==> src/hw/rtl/twa_pkg.sv <==
// ----------------------------------------------------------------------------
// Trimmed window average package
// Shared sample type, constants and the sequencer state type.
// ----------------------------------------------------------------------------
package twa_pkg;

    // Width of one temperature sample and of the averaged result.
    localparam int SAMPLE_W = 8;

    // Largest sample value; the running minimum starts here.
    localparam logic [SAMPLE_W-1:0] SAMPLE_MAX = 8'hFF;

    typedef logic [SAMPLE_W-1:0] t_sample;

    // Sequencer states of the top level.
    typedef enum logic [2:0] {
        S_IDLE,
        S_UPDATE,
        S_SCAN,
        S_TAIL,
        S_DIV_START,
        S_DIV_WAIT,
        S_DONE
    } t_state;

endpackage

==> src/hw/rtl/twa_if.sv <==
// ----------------------------------------------------------------------------
// Trimmed window average channels
// Valid/ready channels for the sample input and the result output.
// ----------------------------------------------------------------------------

// Sample input channel.
interface twa_in_if;
    logic             valid;
    logic             ready;
    twa_pkg::t_sample sample;
    logic             read_failed;

    modport source (output valid, output sample, output read_failed, input ready);
    modport sink   (input valid, input sample, input read_failed, output ready);
endinterface

// Result output channel.
interface twa_out_if;
    logic             valid;
    logic             ready;
    twa_pkg::t_sample temperature;
    logic             error;
    logic             filtered;

    modport source (output valid, output temperature, output error, output filtered,
                    input ready);
    modport sink   (input valid, input temperature, input error, input filtered,
                    output ready);
endinterface

==> src/hw/rtl/twa_window_mem.sv <==
// ----------------------------------------------------------------------------
// Window sample memory
// One write port and one read port with registered read data. Entries that
// were never written since reset read as zero through per-entry valid bits.
// ----------------------------------------------------------------------------
module twa_window_mem #(
    parameter int DEPTH  = 10,
    parameter int ADDR_W = 4
) (
    input  logic              i_clk,
    input  logic              i_rst_n,
    input  logic              i_we,
    input  logic [ADDR_W-1:0] i_waddr,
    input  twa_pkg::t_sample  i_wdata,
    input  logic [ADDR_W-1:0] i_raddr,
    output twa_pkg::t_sample  o_rdata
);

    twa_pkg::t_sample r_mem [DEPTH];
    logic [DEPTH-1:0] r_valid;
    twa_pkg::t_sample r_rdata;

    // Storage array write.
    always_ff @(posedge i_clk) begin
        if (i_we) begin
            r_mem[i_waddr] <= i_wdata;
        end
    end

    // Valid bits, cleared together at reset.
    always_ff @(posedge i_clk) begin
        if (!i_rst_n) begin
            r_valid <= '0;
        end else if (i_we) begin
            r_valid[i_waddr] <= 1'b1;
        end
    end

    // Registered read; an unwritten entry reads as zero.
    always_ff @(posedge i_clk) begin
        r_rdata <= r_valid[i_raddr] ? r_mem[i_raddr] : '0;
    end

    assign o_rdata = r_rdata;

endmodule

==> src/hw/rtl/twa_divider.sv <==
// ----------------------------------------------------------------------------
// Constant divider
// Division by a fixed divisor through a multiplication by its scaled
// reciprocal. The quotient is registered on the start pulse.
// The dividend must be below 2^NUM_W and the quotient must fit a sample.
// ----------------------------------------------------------------------------
module twa_divider #(
    parameter int NUM_W   = 12,
    parameter int DIVISOR = 8
) (
    input  logic             i_clk,
    input  logic             i_rst_n,
    input  logic             i_start,
    input  logic [NUM_W-1:0] i_dividend,
    output logic             o_done,
    output twa_pkg::t_sample o_quotient
);

    // The shift covers the dividend width plus the ceiling of log2 of the divisor, so the
    // rounded-up reciprocal gives the exact truncated quotient for every dividend.
    localparam int SHIFT   = NUM_W + $clog2(DIVISOR);
    localparam int RECIP_W = NUM_W + 1;
    localparam int PROD_W  = NUM_W + RECIP_W;
    localparam logic [RECIP_W-1:0] RECIP =
        RECIP_W'(((64'd1 << SHIFT) + 64'(DIVISOR) - 64'd1) / 64'(DIVISOR));

    logic [PROD_W-1:0] prod;
    logic              r_done;
    twa_pkg::t_sample  r_quot;

    // Scaled product; the quotient sits right above the shift.
    assign prod = PROD_W'(i_dividend) * PROD_W'(RECIP);

    // Done flag is the registered start pulse.
    always_ff @(posedge i_clk) begin
        if (!i_rst_n) begin
            r_done <= 1'b0;
        end else begin
            r_done <= i_start;
        end
    end

    // Quotient register.
    always_ff @(posedge i_clk) begin
        if (i_start) begin
            r_quot <= prod[SHIFT +: twa_pkg::SAMPLE_W];
        end
    end

    assign o_done     = r_done;
    assign o_quotient = r_quot;

endmodule

==> src/hw/rtl/trimmed_window_average.sv <==
// Sequence: a failed read goes from the idle state through the done state to the output
// register, a warm-up sample also passes the update state, and a filtered sample scans
// every window entry through the single memory read port, then divides and is done.
// One item is in work at a time; the next transfer is taken once the result is in the
// output register, so a held output stalls the input. Synchronous active-low reset
// clears the window, sum, slot and count.
// ----------------------------------------------------------------------------
// Trimmed window average
// Ring window of temperature samples in a memory, with a running sum; after
// warm-up it answers with the window mean without its minimum and maximum.
// ----------------------------------------------------------------------------
module trimmed_window_average #(
    parameter int WINDOW = 10
) (
    input  logic       i_clk,
    input  logic       i_rst_n,
    twa_in_if.sink     i_in,
    twa_out_if.source  o_out
);

    localparam int AW    = $clog2(WINDOW);
    localparam int SUM_W = twa_pkg::SAMPLE_W + $clog2(WINDOW);

    twa_pkg::t_state  r_state, n_state;
    logic [SUM_W-1:0] r_sum, n_sum;
    logic [AW-1:0]    r_slot, n_slot;
    logic [AW-1:0]    r_fill, n_fill;
    logic [AW-1:0]    r_idx, n_idx;
    logic             r_fold, n_fold;
    twa_pkg::t_sample r_sample, n_sample;
    twa_pkg::t_sample r_lo, n_lo;
    twa_pkg::t_sample r_hi, n_hi;
    twa_pkg::t_sample r_res_temp, n_res_temp;
    logic             r_res_err, n_res_err;
    logic             r_res_filt, n_res_filt;
    logic             r_out_valid, n_out_valid;
    twa_pkg::t_sample r_out_temp, n_out_temp;
    logic             r_out_err, n_out_err;
    logic             r_out_filt, n_out_filt;

    logic             mem_we;
    logic [AW-1:0]    mem_raddr;
    twa_pkg::t_sample mem_rdata;
    logic             div_start;
    logic             div_done;
    twa_pkg::t_sample div_quot;
    logic [SUM_W-1:0] div_dividend;

    // Window storage.
    twa_window_mem #(
        .DEPTH  (WINDOW),
        .ADDR_W (AW)
    ) u_mem (
        .i_clk   (i_clk),
        .i_rst_n (i_rst_n),
        .i_we    (mem_we),
        .i_waddr (r_slot),
        .i_wdata (r_sample),
        .i_raddr (mem_raddr),
        .o_rdata (mem_rdata)
    );

    // Division of the trimmed sum by WINDOW - 2.
    assign div_dividend = r_sum - SUM_W'(r_lo) - SUM_W'(r_hi);

    twa_divider #(
        .NUM_W   (SUM_W),
        .DIVISOR (WINDOW - 2)
    ) u_div (
        .i_clk      (i_clk),
        .i_rst_n    (i_rst_n),
        .i_start    (div_start),
        .i_dividend (div_dividend),
        .o_done     (div_done),
        .o_quotient (div_quot)
    );

    assign i_in.ready = (r_state == twa_pkg::S_IDLE);

    // Sequencer: next state, datapath updates and memory control.
    always_comb begin
        n_state     = r_state;
        n_sum       = r_sum;
        n_slot      = r_slot;
        n_fill      = r_fill;
        n_idx       = r_idx;
        n_fold      = 1'b0;
        n_sample    = r_sample;
        n_lo        = r_lo;
        n_hi        = r_hi;
        n_res_temp  = r_res_temp;
        n_res_err   = r_res_err;
        n_res_filt  = r_res_filt;
        n_out_valid = r_out_valid && !o_out.ready;
        n_out_temp  = r_out_temp;
        n_out_err   = r_out_err;
        n_out_filt  = r_out_filt;
        mem_we      = 1'b0;
        mem_raddr   = r_slot;
        div_start   = 1'b0;

        // Fold the entry read in the previous cycle into the running extremes.
        if (r_fold) begin
            if (mem_rdata < r_lo) begin
                n_lo = mem_rdata;
            end
            if (mem_rdata > r_hi) begin
                n_hi = mem_rdata;
            end
        end

        case (r_state)
            twa_pkg::S_IDLE: begin
                if (i_in.valid) begin
                    n_sample = i_in.sample;
                    if (i_in.read_failed) begin
                        n_res_temp = '0;
                        n_res_err  = 1'b1;
                        n_res_filt = 1'b0;
                        n_state    = twa_pkg::S_DONE;
                    end else begin
                        // The oldest entry is read here and arrives next cycle.
                        n_state = twa_pkg::S_UPDATE;
                    end
                end
            end
            twa_pkg::S_UPDATE: begin
                mem_we = 1'b1;
                n_sum  = r_sum - SUM_W'(mem_rdata) + SUM_W'(r_sample);
                n_slot = (r_slot == AW'(WINDOW - 1)) ? '0 : r_slot + 1'b1;
                if (r_fill != AW'(WINDOW - 1)) begin
                    n_fill     = r_fill + 1'b1;
                    n_res_temp = r_sample;
                    n_res_err  = 1'b0;
                    n_res_filt = 1'b0;
                    n_state    = twa_pkg::S_DONE;
                end else begin
                    n_idx   = '0;
                    n_lo    = twa_pkg::SAMPLE_MAX;
                    n_hi    = '0;
                    n_state = twa_pkg::S_SCAN;
                end
            end
            twa_pkg::S_SCAN: begin
                // Walk all window entries, one read per cycle.
                mem_raddr = r_idx;
                n_fold    = 1'b1;
                n_idx     = r_idx + 1'b1;
                if (r_idx == AW'(WINDOW - 1)) begin
                    n_state = twa_pkg::S_TAIL;
                end
            end
            twa_pkg::S_TAIL: begin
                n_state = twa_pkg::S_DIV_START;
            end
            twa_pkg::S_DIV_START: begin
                div_start = 1'b1;
                n_state   = twa_pkg::S_DIV_WAIT;
            end
            twa_pkg::S_DIV_WAIT: begin
                if (div_done) begin
                    n_res_temp = div_quot;
                    n_res_err  = 1'b0;
                    n_res_filt = 1'b1;
                    n_state    = twa_pkg::S_DONE;
                end
            end
            twa_pkg::S_DONE: begin
                // Load the output register once it is free or being emptied.
                if (!r_out_valid || o_out.ready) begin
                    n_out_valid = 1'b1;
                    n_out_temp  = r_res_temp;
                    n_out_err   = r_res_err;
                    n_out_filt  = r_res_filt;
                    n_state     = twa_pkg::S_IDLE;
                end
            end
            default: begin
                n_state = twa_pkg::S_IDLE;
            end
        endcase
    end

    // Control state.
    always_ff @(posedge i_clk) begin
        if (!i_rst_n) begin
            r_state     <= twa_pkg::S_IDLE;
            r_sum       <= '0;
            r_slot      <= '0;
            r_fill      <= '0;
            r_fold      <= 1'b0;
            r_out_valid <= 1'b0;
        end else begin
            r_state     <= n_state;
            r_sum       <= n_sum;
            r_slot      <= n_slot;
            r_fill      <= n_fill;
            r_fold      <= n_fold;
            r_out_valid <= n_out_valid;
        end
    end

    // Payload registers.
    always_ff @(posedge i_clk) begin
        r_idx      <= n_idx;
        r_sample   <= n_sample;
        r_lo       <= n_lo;
        r_hi       <= n_hi;
        r_res_temp <= n_res_temp;
        r_res_err  <= n_res_err;
        r_res_filt <= n_res_filt;
        r_out_temp <= n_out_temp;
        r_out_err  <= n_out_err;
        r_out_filt <= n_out_filt;
    end

    assign o_out.valid       = r_out_valid;
    assign o_out.temperature = r_out_temp;
    assign o_out.error       = r_out_err;
    assign o_out.filtered    = r_out_filt;

    // The warm-up count saturates one short of the window.
    a_fill_range: assert property (@(posedge i_clk) disable iff (!i_rst_n)
        r_fill <= AW'(WINDOW - 1))
        else $error("warm-up count beyond window");

    // An error result carries a zero temperature and is never filtered.
    a_error_result: assert property (@(posedge i_clk) disable iff (!i_rst_n)
        (o_out.valid && o_out.error) |-> (!o_out.filtered && o_out.temperature == '0))
        else $error("malformed error result");

    // Every good sample moves the write slot on.
    a_slot_advance: assert property (@(posedge i_clk) disable iff (!i_rst_n)
        (r_state == twa_pkg::S_UPDATE) |=> (r_slot != $past(r_slot)))
        else $error("write slot did not advance");

    // A pending result waits while the output register is still held.
    a_result_wait: assert property (@(posedge i_clk) disable iff (!i_rst_n)
        (r_state == twa_pkg::S_DONE && r_out_valid && !o_out.ready)
        |=> (r_state == twa_pkg::S_DONE))
        else $error("result overwrote a held output");

endmodule
==> src/flat_wrapper.sv <==
// flat-port wrapper written by rule: the top's interface ports become plain ports
module trimmed_window_average_flat 
#(
    parameter int WINDOW = 10
)
  (i_clk, i_rst_n, i_in_valid, i_in_sample, i_in_read_failed, i_in_ready, o_out_valid, o_out_temperature, o_out_error, o_out_filtered, o_out_ready);
  twa_in_if i_in_i ();
  twa_out_if o_out_i ();
  input  logic i_clk;
  input  logic i_rst_n;
  input wire logic [$bits(i_in_i.valid)-1:0] i_in_valid;
  input wire logic [$bits(i_in_i.sample)-1:0] i_in_sample;
  input wire logic [$bits(i_in_i.read_failed)-1:0] i_in_read_failed;
  output wire logic [$bits(i_in_i.ready)-1:0] i_in_ready;
  output wire logic [$bits(o_out_i.valid)-1:0] o_out_valid;
  output wire logic [$bits(o_out_i.temperature)-1:0] o_out_temperature;
  output wire logic [$bits(o_out_i.error)-1:0] o_out_error;
  output wire logic [$bits(o_out_i.filtered)-1:0] o_out_filtered;
  input wire logic [$bits(o_out_i.ready)-1:0] o_out_ready;
  assign i_in_i.valid = i_in_valid;
  assign i_in_i.sample = i_in_sample;
  assign i_in_i.read_failed = i_in_read_failed;
  assign i_in_ready = i_in_i.ready;
  assign o_out_valid = o_out_i.valid;
  assign o_out_temperature = o_out_i.temperature;
  assign o_out_error = o_out_i.error;
  assign o_out_filtered = o_out_i.filtered;
  assign o_out_i.ready = o_out_ready;
  trimmed_window_average #(.WINDOW(WINDOW)) u_core (.i_clk(i_clk), .i_rst_n(i_rst_n), .i_in(i_in_i), .o_out(o_out_i));
endmodule
==> config.mk <==
export PLATFORM = sky130hd
export DESIGN_NAME = trimmed_window_average_flat
export DESIGN_NICKNAME = d
export VERILOG_FILES = /design/src/hw/rtl/twa_pkg.sv /design/src/hw/rtl/twa_if.sv /design/src/hw/rtl/twa_window_mem.sv /design/src/hw/rtl/twa_divider.sv /design/src/hw/rtl/trimmed_window_average.sv /design/src/flat_wrapper.sv
export SDC_FILE = /design/constraint.sdc
export NUM_CORES = 1
export LEC_CHECK = 0
export BUFFER_PORTS_ARGS = -buffer_cell sky130_fd_sc_hd__buf_2
export CAP_MARGIN = 10
export CORE_MARGIN = 10
export CORE_UTILIZATION = 30
export CTS_BUF_LIST = sky130_fd_sc_hd__clkbuf_4 sky130_fd_sc_hd__clkbuf_8
export DETAILED_ROUTE_END_ITERATION = 12
export PLACE_DENSITY = 0.43
export SYNTH_ARGS = -nofsm -noshare
export SYNTH_HDL_FRONTEND = slang
export SYNTH_SLANG_ARGS = --single-unit
==> constraint.sdc <==
create_clock -name i_clk -period 3.56 [get_ports i_clk]
set_input_delay 0.356 -clock i_clk [delete_from_list [all_inputs] [get_ports i_clk]]
set_output_delay 0.356 -clock i_clk [all_outputs]
set_load 0.01 [all_outputs]
Word level (Yosys, flattened, before mapping) --
Memories as Yosys holds them, arrays and structs flattened. A register that Yosys moved wholly into a read port is not among the register bits. Index checks and enable logic that the tools add are counted. Widths: inputs -> output; s select.
Storage, ports and cells: register bits after elaboration 92, bits in writable memories 80, input bits 13, output and inout port bits 12, memories kept 1
Memories:
- u_core.u_mem.r_mem | words 10, bits a word 8, rd ports 1, clocked after memory_dff 1, write ports 1, line twa_window_mem.sv:19 | twa_pkg::t_sample r_mem [DEPTH];
Cells by class: add/sub/neg operators 7, $lt $le $gt $ge 5, equal/unequal tests 16, muxes and demuxes 44, bitwise operators 1, reduce and logical (&&, ||, !) cells 15
Operators with widths (count):
- $mux 8 | 12
- $pmux 8 s3 | 1
- $sub 11x8->11 | 2
- $pmux 3 s7 | 1
- $mux 3 | 6
- $mux 1 | 16
- $add 12x8->12 | 1
- $add 4x1->4 const B | 3
- $mux 4 | 3
- $sub 12x8->12 | 1
- $lt 4x5->1 const B | 2
- $or 10x10->10 | 1
- $eq 3x3->1 const B | 3
- $eq 4x4->1 const B | 2
- $gt 8x8->1 | 1
- $lt 8x8->1 | 1
- $ne 2x2->1 const B | 4
- $pmux 4 s2 | 1
- $reduce_and 2->1 | 4
- $eq 3x2->1 const B | 2
- $ne 2x1->1 const B | 3
- $pmux 1 s3 | 2
- $reduce_and 5->1 | 1
- $bmux 1 s4 | 1
- other kinds (11) | 14

Logic depth before layout (Yosys ltp) --
depth in word-level cells 5, mapped depth 12, mapped depth without buffers 12

By module --
From an unflattened synthesis, not the netlist that was laid out.
Second synthesis, totals: cell total of the unflattened synthesis 723, area, all modules 8907.3 µm²
By module, submodules not included:
- trimmed_window_average | instances 1, cells an instance 524, area each 4867.2 µm², sequential area each 1781.7 µm²
- twa_window_mem | instances 1, cells an instance 189, area each 3773.6 µm², sequential area each 2762.6 µm²
- twa_divider | instances 1, cells an instance 10, area each 266.5 µm², sequential area each 260.2 µm²

Worst setup path after synthesis --
No wires, ideal clock.
kind reg-to-reg, start point reg u_core.r_sample[2], end point reg u_core.r_sum[10], setup time 0.076 ns, arrival time 2.755 ns, required time 3.484 ns, path slack 0.729 ns, cell stages (with the launch flop) 11, buffers on the path 0, clock period less this slack 2.831 ns, cells stage by stage edfxtp_1 > inv_1 > fa_1 > inv_1 > ha_1 > nor2b_1 > o31a_1 > o31a_1 > or3_1 > a31o_2 > a21boi_0
Between the ends: longest elaborated chain between the ends 1
Ends and longest elaborated chain:
- start: declaration | line trimmed_window_average.sv:30 | twa_pkg::t_sample r_sample, n_sample;
- start signal: assignment | line trimmed_window_average.sv:206 | r_sample <= n_sample;
- $add 12x8->12 | line trimmed_window_average.sv:129 | n_sum = r_sum - SUM_W'(mem_rdata) + SUM_W'(r_sample);
- end signal: assignment | line trimmed_window_average.sv:195 | r_sum <= n_sum;
- end: declaration | line trimmed_window_average.sv:25 | logic [SUM_W-1:0] r_sum, n_sum;
Every way passes these cells. A chain may end at the register's enable or synchronous reset.

Worst setup path after layout --
start point reg u_core.u_mem.r_rdata[2] (netlist: u_core.u_mem.o_rdata[2]), read port of u_core.u_mem.r_mem, end point reg u_core.r_sum[10]
Between the ends: longest elaborated chain between the ends 2
Ends and longest elaborated chain:
- start: declaration | line twa_window_mem.sv:21 | twa_pkg::t_sample r_rdata;
- $sub 12x8->12 | line trimmed_window_average.sv:129
- $add 12x8->12 | line trimmed_window_average.sv:129
Every way passes these cells.

==> out/results.ini <==
[outcome]
status=finished, final reports clean

[route]
finalWirelength_mm=20.50
drtPass1Iterations=4
drt_iter0_drc=401
drtAntennaViolNets=0
vias=5784
via_per_inst=4.836
drc=0
routedWlPerCell_um=17.14

[final_layout]
finalNetCount=872
drive_above_1_share=0.1198
utilization=0.3443
area_growth_pct=12.68
fin_cells=1196
regMostFlops=u_core.u_mem.r_mem
largest_reg_flops=80
top_regs=u_core.u_mem.r_mem: 80 flops, u_core.r_sum: 11 flops, u_core.u_mem.r_valid: 10 flops
nFillCells=2847
antenna-diode-count=0

[sta]
setup_slack_ps=654.7
grt_setup_unrepaired=no
tns_ps=0
period_share=0.8161
max_slew_margin=0.5120
setup_violations=0
hold_viol=0
slew_viol_final=0
worstMarginPinSlew_ps=732.0
post-route-min-period_ps=2905
clock.fmax_mhz=344.2
clock_skew_ps=16.37

[yosys]
yosysUniqueCellTypes=56
synth.area.top_cells=edfxtp_1 (42%), dfxtp_1 (14%), ha_1 (5.7%)
synth_edf_count=120
yosysWarnings=0
synth_common_cells=edfxtp_1 (120), nand2_1 (107), dfxtp_1 (59), inv_1 (59), nand3_1 (55)
async_flop_share=0
synth_most_common_cell=edfxtp_1
ys_seq_area_frac=0.5606
syn_avg_cell_area_um2=11.10
ys.flop_type=edfxtp_1
synth_top_area_cell=edfxtp_1
ys_ff_latch=179
synth_top_area_frac=0.4222
synthCells=769
synth.cell_area_um2=8534
synth_nets=836

[placement]
dp.cells=1164
port_buffers=24
dpl.hpwl_mm=14.73
place_ws_ps=675.9
routabilityCongestion=0.8079

[grt]
grt_first_pass_wirelength_mm=32.76
track_usage=0.1174
grt-ovfl-total=0
grt_start_max_net_pins=42
grt_pass1_vias=5837
antenna_found_initial=0

[floorplanning]
fp.dieArea_um2=35590
die_x_um=188.7
core_area_um2=27930
start_util=0.3055
rows=61
ioPinCount=25
chipHeight_um=188.7

[worst_setup_path]
worstPathMaxFanout=5
cp.required_ps=3940
path_depth=9
cpMaxStageDelayCell=fa_1
timing.rr.end=u_core.r_sum[10]
crit_path_cell_trace=fa_1 -> inv_1 -> ha_1 -> nor2b_1 -> o31a_1 -> o31a_1 -> or3_1 -> a31o_2 -> a21boi_0
max_stage_delay_ps=560
crit_start=u_core.u_mem.o_rdata[2]
cpLargestDelayFamily=compound AO/OA/AOI/OAI gates
arrival_ps=3290
critical_path_buf_inv_count=1
reg2regPathDepth=9
end_kind=register
r2r_slack_ps=650
cp-start-kind=register
critPathKind=reg2reg
timing.rr.start=u_core.u_mem.o_rdata[2]
crit_path_end=u_core.r_sum[10]
cpMostUsedCell=o31a_1

[clock_tree]
cts_tree=yes
cts.repair.resized=0
cts_max_level=4
numCtsBuffers=17
cts-root-buf=clkbuf_8
path_clk_slew_ps=100
clock_latency_ps=460
cts_setup_buffers=0
cts.sinks=179
postCtsHoldBufs=0
clockBufferDepth=2

[worst_hold_path]
min_path_type=in2reg

[run]
drv_cap=0

[pwr]
p_leak_uw=0.003514
powerDensity_nw_per_um2=1025
power_uw=9862
ir_worst_vdd_mv=0.5275

## worst min-delay path by stage
stage | from | end | slack [ps] | depth (start not counted)
final | i_in_sample[7] | u_core.r_sample[7] | 60 | 1
after global routing | i_in_sample[7] | u_core.r_sample[7] | 20 | 1
after CTS | i_in_sample[7] | u_core.r_sample[7] | 10 | 1
after detailed placement | u_core.r_res_temp[6] | u_core.o_out.temperature[6] | 410 | 0
after global placement | u_core.r_res_temp[2] | u_core.o_out.temperature[2] | 410 | 0
after floorplan | u_core.r_res_err | u_core.o_out.error | 400 | 0
## cells by family after synthesis
family | Yosys count | share of synthesized area
compound gates | 124 | 0.09881
xor+xnor | 15 | 0.01539
fa+ha+maj | 54 | 0.09236
buf+inv | 94 | 0.04296
flops | 179 | 0.5606
mux | 27 | 0.03416
simple gates | 276 | 0.1557
## layer usage
layer / wire (um) / global-route usage / vias to the layer above
met2: 9881 / 0.1935 / 111
li1: - / - / 2797
met3: 960 / 0.02400 / 16
met4: 201 / 0.03358 / 0
met1: 9453 / 0.1522 / 2860
met5: 0 / 0 / -
## placed cells by master, fill, tap and decap left out, types with 17 or more instances in the layout
cell type and n:
buf_2 24, nor2_1 29, ha_1 39, nand3_1 55, edfxtp_1 120, inv_1 59, dfxtp_1 59, and2_1 17
clkbuf_8 19, o21ai_0 26, a21oi_1 31, mux2i_1 20, nand2_1 107, buf_4 26
## per-stage QoR
step | hold slack [ps] | instance area (um^2)
CTS | 13.94 | 9617
detailed placement | 410.9 | 9221
global route | 20.20 | 9617
floorplan | 400.3 | 8534
global placement | 409.5 | 9221
finish | 63.98 | 9617
## worst register-to-register path, stage by stage (launching register included)
cell and delay [ps]:
dfxtp_1 400, fa_1 560, inv_1 40, ha_1 320, nor2b_1 160, o31a_1 290, o31a_1 290, or3_1 400
a31o_2 240, a21boi_0 150
## layout make-up
cell class              instances  area [um^2]  area share
well taps                     378        473.0     0.04918
clock inverters                10        111.4     0.01158
clock buffers                  22        284.0     0.02953
inverters                      60        225.2     0.02342
multi-input cells             496         3403      0.3539
repair buffers                 51        335.3     0.03487
flip-flops and latches        179         4785      0.4975
## where the power goes
part	leakage [uW]	switching [uW]	total, uW	internal [uW]
Combinational	0.00174	3170	5180	2010
Clock	0.000206	781	1420	635
Sequential	0.00157	317	3270	2950
Total	0.00351	4260	9860	5600
Note: power is estimated with default switching activity, not from simulation.
